[src/hdl/pno_pkg.sv]
// ----------------------------------------------------------------------------
// pno_pkg: shared types and tables for 2D fractal gradient noise
// Fixed field widths, lattice permutation, gradient selection, cell link type.
// ----------------------------------------------------------------------------
package pno_pkg;

  localparam int IN_W       = 32;
  localparam int FREQ_W     = 24;
  localparam int PROD_W     = IN_W + FREQ_W + 1;
  localparam int OCT_W      = 4;
  localparam int CFG_IDX_W  = 2;
  localparam int CFG_DATA_W = 24;
  localparam int OUT_W      = 16;
  localparam int FRAC_W     = 16;
  localparam int CELL_W     = 8;
  localparam int OFS_W      = FRAC_W + 1;
  localparam int GRAD_W     = 19;
  localparam int NOISE_W    = 20;
  localparam int FADE_W     = 17;
  localparam int QPOLY_W    = 20;

  typedef enum logic [CFG_IDX_W-1:0] {
    CFG_OCTAVE_COUNT = 2'd0,
    CFG_BASE_FREQ    = 2'd1,
    CFG_BASE_AMP     = 2'd2
  } cfg_idx_t;

  typedef enum logic [2:0] {
    GRAD_XPY = 3'd0,
    GRAD_X   = 3'd1,
    GRAD_XMY = 3'd2,
    GRAD_NY  = 3'd3,
    GRAD_NXY = 3'd4,
    GRAD_NX  = 3'd5,
    GRAD_YMX = 3'd6,
    GRAD_Y   = 3'd7
  } grad_t;

  typedef struct packed {
    logic                     valid;
    logic signed [PROD_W-1:0] px;
    logic signed [PROD_W-1:0] py;
  } pno_link_t;

  localparam logic [7:0] PERM [256] = '{
    8'd151,8'd160,8'd137,8'd91,8'd90,8'd15,8'd131,8'd13,8'd201,8'd95,8'd96,8'd53,
    8'd194,8'd233,8'd7,8'd225,8'd140,8'd36,8'd103,8'd30,8'd69,8'd142,8'd8,8'd99,
    8'd37,8'd240,8'd21,8'd10,8'd23,8'd190,8'd6,8'd148,8'd247,8'd120,8'd234,8'd75,
    8'd0,8'd26,8'd197,8'd62,8'd94,8'd252,8'd219,8'd203,8'd117,8'd35,8'd11,8'd32,
    8'd57,8'd177,8'd33,8'd88,8'd237,8'd149,8'd56,8'd87,8'd174,8'd20,8'd125,8'd136,
    8'd171,8'd168,8'd68,8'd175,8'd74,8'd165,8'd71,8'd134,8'd139,8'd48,8'd27,8'd166,
    8'd77,8'd146,8'd158,8'd231,8'd83,8'd111,8'd229,8'd122,8'd60,8'd211,8'd133,8'd230,
    8'd220,8'd105,8'd92,8'd41,8'd55,8'd46,8'd245,8'd40,8'd244,8'd102,8'd143,8'd54,
    8'd65,8'd25,8'd63,8'd161,8'd1,8'd216,8'd80,8'd73,8'd209,8'd76,8'd132,8'd187,
    8'd208,8'd89,8'd18,8'd169,8'd200,8'd196,8'd135,8'd130,8'd116,8'd188,8'd159,8'd86,
    8'd164,8'd100,8'd109,8'd198,8'd173,8'd186,8'd3,8'd64,8'd52,8'd217,8'd226,8'd250,
    8'd124,8'd123,8'd5,8'd202,8'd38,8'd147,8'd118,8'd126,8'd255,8'd82,8'd85,8'd212,
    8'd207,8'd206,8'd59,8'd227,8'd47,8'd16,8'd58,8'd17,8'd182,8'd189,8'd28,8'd42,
    8'd223,8'd183,8'd170,8'd213,8'd119,8'd248,8'd152,8'd2,8'd44,8'd154,8'd163,8'd70,
    8'd221,8'd153,8'd101,8'd155,8'd167,8'd43,8'd172,8'd9,8'd129,8'd22,8'd39,8'd253,
    8'd19,8'd98,8'd108,8'd110,8'd79,8'd113,8'd224,8'd232,8'd178,8'd185,8'd112,8'd104,
    8'd218,8'd246,8'd97,8'd228,8'd251,8'd34,8'd242,8'd193,8'd238,8'd210,8'd144,8'd12,
    8'd191,8'd179,8'd162,8'd241,8'd81,8'd51,8'd145,8'd235,8'd249,8'd14,8'd239,8'd107,
    8'd49,8'd192,8'd214,8'd31,8'd181,8'd199,8'd106,8'd157,8'd184,8'd84,8'd204,8'd176,
    8'd115,8'd121,8'd50,8'd45,8'd127,8'd4,8'd150,8'd254,8'd138,8'd236,8'd205,8'd93,
    8'd222,8'd114,8'd67,8'd29,8'd24,8'd72,8'd243,8'd141,8'd128,8'd195,8'd78,8'd66,
    8'd215,8'd61,8'd156,8'd180
  };

  function automatic logic [7:0] perm_lookup(input logic [7:0] idx);
    return PERM[idx];
  endfunction

  function automatic logic signed [GRAD_W-1:0] grad_dot(
    input logic [2:0] h,
    input logic signed [OFS_W-1:0] dx,
    input logic signed [OFS_W-1:0] dy
  );
    logic signed [GRAD_W-1:0] ex;
    logic signed [GRAD_W-1:0] ey;
    logic signed [GRAD_W-1:0] res;
    ex = GRAD_W'(dx);
    ey = GRAD_W'(dy);
    case (grad_t'(h))
      GRAD_XPY: res = ex + ey;
      GRAD_X:   res = ex;
      GRAD_XMY: res = ex - ey;
      GRAD_NY:  res = -ey;
      GRAD_NXY: res = -ex - ey;
      GRAD_NX:  res = -ex;
      GRAD_YMX: res = ey - ex;
      GRAD_Y:   res = ey;
      default:  res = ey;
    endcase
    return res;
  endfunction

endpackage

[src/hdl/pno_norm.sv]
// ----------------------------------------------------------------------------
// pno_norm: normalization of the octave sum
// Divides by 4*(2^K-1) with a reciprocal multiply and one correction step,
// truncates toward zero, saturates to the output width and gives zero when amp_zero is set.
// ----------------------------------------------------------------------------
module pno_norm #(
  parameter int MAX_OCTAVES = 8,
  parameter int ACC_W       = 27,
  parameter int CNT_W       = 4
) (
  input  logic                                clk,
  input  logic                                rst_n,
  input  logic                                en,
  input  logic                                valid_i,
  input  logic signed [ACC_W-1:0]             acc_i,
  input  logic [CNT_W-1:0]                    cnt,
  input  logic                                amp_zero,
  output logic                                valid_o,
  output logic signed [pno_pkg::OUT_W-1:0]    noise_o
);

  localparam int A_W   = ACC_W - 2;
  localparam int R_W   = ACC_W + 1;
  localparam int QD_W  = A_W + MAX_OCTAVES;
  localparam int NST   = 4;
  localparam logic [A_W-1:0] POS_MAX = A_W'((1 << (pno_pkg::OUT_W - 1)) - 1);
  localparam logic [A_W-1:0] NEG_MAX = A_W'(1 << (pno_pkg::OUT_W - 1));

  logic [R_W-1:0] recip [MAX_OCTAVES+1];

  assign recip[0] = '0;
  for (genvar g = 1; g <= MAX_OCTAVES; g++) begin : g_recip
    localparam longint unsigned RV = (64'd1 << ACC_W) / ((64'd1 << g) - 64'd1);
    assign recip[g] = R_W'(RV);
  end

  logic               v_r [NST];
  logic [ACC_W-1:0]   mag;
  logic               neg1_r, neg2_r, neg3_r;
  logic [A_W-1:0]     a1_r, a2_r;
  logic [A_W+R_W-1:0] prod;
  logic [A_W-1:0]     qe_r;
  logic [QD_W-1:0]    qd;
  logic [MAX_OCTAVES-1:0] dv;
  logic [A_W-1:0]     rem;
  logic [A_W-1:0]     q_r;
  logic signed [pno_pkg::OUT_W-1:0] res;

  assign mag  = acc_i[ACC_W-1] ? ACC_W'(-acc_i) : ACC_W'(acc_i);
  assign prod = a1_r * recip[cnt];
  assign qd   = (QD_W'(qe_r) << cnt) - QD_W'(qe_r);
  assign dv   = MAX_OCTAVES'((QD_W'(1) << cnt) - QD_W'(1));
  assign rem  = a2_r - qd[A_W-1:0];

  always_comb begin
    if (amp_zero) begin
      res = '0;
    end else if (!neg3_r) begin
      res = (q_r > POS_MAX) ? pno_pkg::OUT_W'(POS_MAX) : pno_pkg::OUT_W'(q_r);
    end else begin
      res = (q_r > NEG_MAX) ? -pno_pkg::OUT_W'(NEG_MAX) : -pno_pkg::OUT_W'(q_r);
    end
  end

  always_ff @(posedge clk) begin
    if (!rst_n) begin
      for (int i = 0; i < NST; i++) v_r[i] <= 1'b0;
    end else if (en) begin
      v_r[0] <= valid_i;
      for (int i = 1; i < NST; i++) v_r[i] <= v_r[i-1];
    end
  end

  always_ff @(posedge clk) begin
    if (en) begin
      neg1_r  <= acc_i[ACC_W-1];
      a1_r    <= mag[ACC_W-1:2];
      neg2_r  <= neg1_r;
      a2_r    <= a1_r;
      qe_r    <= prod[ACC_W +: A_W];
      neg3_r  <= neg2_r;
      q_r     <= (rem >= A_W'(dv)) ? qe_r + A_W'(1) : qe_r;
      noise_o <= res;
    end
  end

  assign valid_o = v_r[NST-1];

endmodule
[config.mk]
export PLATFORM = sky130hd
export DESIGN_NAME = pno_norm
export DESIGN_NICKNAME = d
export VERILOG_FILES = /design/src/hdl/pno_pkg.sv /design/src/hdl/pno_norm.sv
export SDC_FILE = /design/constraint.sdc
export NUM_CORES = 1
export LEC_CHECK = 0
export BUFFER_PORTS_ARGS = -buffer_cell sky130_fd_sc_hd__buf_2
export CAP_MARGIN = 20
export CORE_ASPECT_RATIO = 1.5
export CORE_MARGIN = 5
export CORE_UTILIZATION = 43
export CTS_CLUSTER_DIAMETER = 120
export DETAILED_ROUTE_END_ITERATION = 6
export PLACE_DENSITY_LB_ADDON = 0.3
export SLEW_MARGIN = 20
export SYNTH_ARGS = -nofsm -noshare
export SYNTH_HDL_FRONTEND = slang
export SYNTH_SLANG_ARGS = --single-unit
[constraint.sdc]
create_clock -name clk -period 7.95 [get_ports clk]
set_input_delay 0.3975 -clock clk [delete_from_list [all_inputs] [get_ports clk]]
set_output_delay 0.3975 -clock clk [all_outputs]
set_load 0.03 [all_outputs]
==> flow_metrics.py <==
metrics = {
    "status": {
        "status": "finished clean",
    },
    "floorplanning": {
        "dieHeight_um": 320,
        "die_w_um": 217,
        "start_util_pct": 43.5,
        "rows": 113,
        "core_sq_mm": 0.0635,
        "io_pins": 53,
        "dieArea_sq_mm": 0.0695,
    },
    "power": {
        "power_switching_mw": 4.67,
        "peakVddDrop_uv": 284,
        "clockPowerShare_pct": 8.7,
        "seq_power_share_pct": 13.1,
        "intPower_mw": 4.60,
        "pwr-share-comb_pct": 78.2,
        "leakagePower_nw": 16.9,
        "finalPower_mw": 9.27,
        "powerDensity_mw_per_mm2": 292,
        "p_sw_share_pct": 50.3,
    },
    "layout": {
        "fin_cells": 4119,
        "seqCellArea_sq_mm": 0.00369,
        "multi_input_area_sq_mm": 0.0205,
        "nFillCells": 6023,
        "fin_nets": 4141,
        "fin_area_sq_mm": 0.0317,
        "insertedDiodeCount": 0,
        "area_growth_syn_to_layout_pct": 14.9,
        "drive_above_1_share_pct": 14.3,
        "final_core_util_pct": 50.0,
    },
    "clock_network": {
        "cts_setup_buffers": 0,
        "cts_buffer_depth": 2,
        "cts_root_buf": "clkbuf_16",
        "clk_pin_slew_ps": 70,
        "cts_hold_buffers": 0,
        "cts_buffers": 17,
        "cts_resized": 0,
        "htreeDepth": 4,
        "clock_sinks": 123,
        "cts_tree": "yes",
        "insertion_delay_ps": 440,
    },
    "synth": {
        "yosysSeqAreaShare_pct": 13.4,
        "syn_area_per_cell_sq_um": 9.21,
        "synth.ff_latch_count": 123,
        "synth_area_sq_mm": 0.0276,
        "synth.area.top_cells": "fa_1 (34%), ha_1 (15%), edfxtp_1 (13%)",
        "async_flop_share_pct": 0,
        "syn_inst": 3001,
        "synth-edff-count": 123,
        "synth_ff_type": "edfxtp_1",
        "yosys.area.top_type": "fa_1",
        "yosysWarnings": 0,
        "synth_top_area_share_pct": 33.9,
        "syn-num-nets": 3841,
        "synth_cell_types": 64,
    },
    "sta": {
        "holdWs_ps": 255,
        "finalSetupTns_ps": 0,
        "clock.fmax_mhz": 131,
        "clock_skew_ps": 13.0,
        "fin_ws_ps": 318,
        "finalCriticalPeriod_ps": 7630,
        "worstMarginPinSlew_ps": 851,
        "setup_viol": 0,
        "finalHoldViolCount": 0,
        "max_slew_margin_pct": 43.3,
        "min_period_over_period_pct": 96.0,
        "slew_violations": 0,
        "rsz0062_at_grt": "yes",
    },
    "placed_design": {
        "placed_area_sq_mm": 0.0311,
        "dp.cells": 4087,
        "preCtsSetupSlack_ps": -261,
        "io_buffers": 52,
        "routabilityCongestion": 1.03,
        "hpwl_um": 80800,
    },
    "hold_path": {
        "min_to": "a1_r[17]",
        "min_path_type": "primary input to flip-flop",
        "min_from": "acc_i[19]",
        "worstHoldPathCells": 2,
    },
    "setup_path": {
        "worstPathRequired_ps": 8140,
        "slowest_stage": "fa_1",
        "ff2ff_setup_slack_ps": 420,
        "worstSetupStartpointType": "primary input",
        "critPathArrivalTime_ps": 7820,
        "r2r_cells": 24,
        "crit_buf_inv": 13,
        "r2r_end": "qe_r[11]",
        "setup.worst_path.class": "primary input to flip-flop",
        "rr_startpoint": "a1_r[11]",
        "critPathMaxStageDelay_ps": 530,
        "critPathTopFamily": "adder cells",
        "cp-end-kind": "flip-flop",
        "cp_max_fo": 11,
    },
    "routing": {
        "via_per_inst": 5.27,
        "drt-total-wl_um": 91800,
        "wire_per_inst_um": 22.3,
        "ant_nets": 0,
        "dr.pass1.iters": 5,
        "drc": 0,
        "drt_iter0_markers": 1476,
        "vias": 21711,
    },
    "global_routing": {
        "grt_pass1_vias": 23522,
        "grt_max_degree": 66,
        "grt-ovfl-total": 0,
        "track_usage_pct": 26.7,
        "antenna_found_initial": 0,
        "grt_pass1_wl_um": 138000,
    },
    "run": {
        "maxCapViolations": 0,
    },
}
-- Yosys cell counts (4+ instances only) --
library cell	count
o21ai_0	83
nand2_1	203
o22ai_1	5
mux4_2	9
a21o_1	34
nor2_1	113
nor4b_1	4
nand2b_1	21
a21oi_1	74
xor2_1	15
o31ai_1	5
mux2i_1	18
buf_1	9
edfxtp_1	123
clkbuf_1	97
nand4_1	27
nor4_1	9
and2_1	164
or3_1	14
or2_2	18
or3b_2	8
xnor2_1	79
o21a_1	12
a31oi_1	20
nor3_1	25
inv_1	817
o211ai_1	10
and3_1	42
nand3_1	28
or4_4	4
a211oi_1	20
fa_1	468
ha_1	336
nor2b_1	32
-- placed cells by master (no fill, tap or decap), drive strengths merged, types with 4 or more instances in the layout --
cell type  instances
buf              387
mux2i             18
or3               14
xnor2             79
clkbuf            17
o211ai            10
and2             164
nor3              25
ha               336
nor4b              4
a21o              34
fa               468
o21a              12
a31oi             20
nand3             28
o31ai              5
mux4               9
nor2b             32
nor2             113
or4                6
and3              42
nand4             27
inv              826
o21ai             84
or2               19
or3b               8
nand2            203
nor4               9
xor2              15
a211oi            20
clkinv             4
a21oi             74
o22ai              5
edfxtp           123
nand2b            21
-- worst register-to-register path, stage by stage, from the launching register on --
cell and delay [ps]:
edfxtp_1 600, buf_4 260, and2_1 150, nand2_1 150
buf_4 200, nand2b_1 90, fa_1 500, fa_1 490
fa_1 530, fa_1 610, fa_1 470, fa_1 510
inv_1 60, fa_1 470, inv_1 40, ha_1 330
a211oi_1 240, o21ai_0 120, a221o_1 330, a31o_2 310
a21oi_1 170, buf_4 150, nand2b_1 90, a221oi_1 320
xnor2_1 110
-- cell type report --
cell class,instances,area share (%)
clock buffers,17,1.34
clock inverters,15,0.560
inverters,817,9.66
multi-input cells,1955,64.6
flip-flops and latches,123,11.6
well taps,805,3.17
repair buffers,387,8.99
-- kinds of logic after synthesis --
group / after synthesis / synth area share (%)
XOR/XNOR: 94 / 2.98
multiplexers: 30 / 1.51
adder cells (fa/ha/maj): 804 / 49.1
AO/OA/AOI/OAI: 301 / 6.82
AND/OR/NAND/NOR: 726 / 13.7
flip-flops: 123 / 13.4
buffers and inverters: 923 / 12.5
-- flip-flops by register name, indices dropped and copies added, names as in the netlist --
register and count:
v_r 4, neg1_r 1, qe_r 25, a1_r 25, noise_o 16, a2_r 25
q_r 25, neg3_r 1, neg2_r 1
-- per-layer routing --
layer / global-route usage (%) / vias up / share of wire (%)
li1: - / 9898 / -
met1: 26.4 / 10723 / 33
met2: 48.9 / 728 / 52
met3: 2.46 / 362 / 3.4
met4: 24.0 / 0 / 12
met5: 0 / - / 0
-- how the worst max path moves through the flow --
| stage | startpoint | to | slack [ps] | cells past startpoint |
|---|---|---|---|---|
| finish | cnt[3] | qe_r[11] | 320 | 33 |
| global route | cnt[3] | qe_r[15] | -8 | 31 |
| CTS | cnt[3] | qe_r[23] | 170 | 32 |
| detailed placement | cnt[3] | qe_r[23] | -260 | 32 |
| global placement | cnt[3] | qe_r[22] | -180 | 32 |
| floorplan | cnt[2] | qe_r[19] | 130 | 30 |
-- power groups by stage --
stage	clock network [mW]	logic [mW]	registers (mW)
CTS	0.825	7.16	1.21
floorplan	0	4.40	1.08
global route	0.855	7.97	1.22
detailed placement	0	7.11	1.22
global placement	0	7.05	1.22
finish	0.810	7.25	1.21
Power figures use the tool's default switching activity.
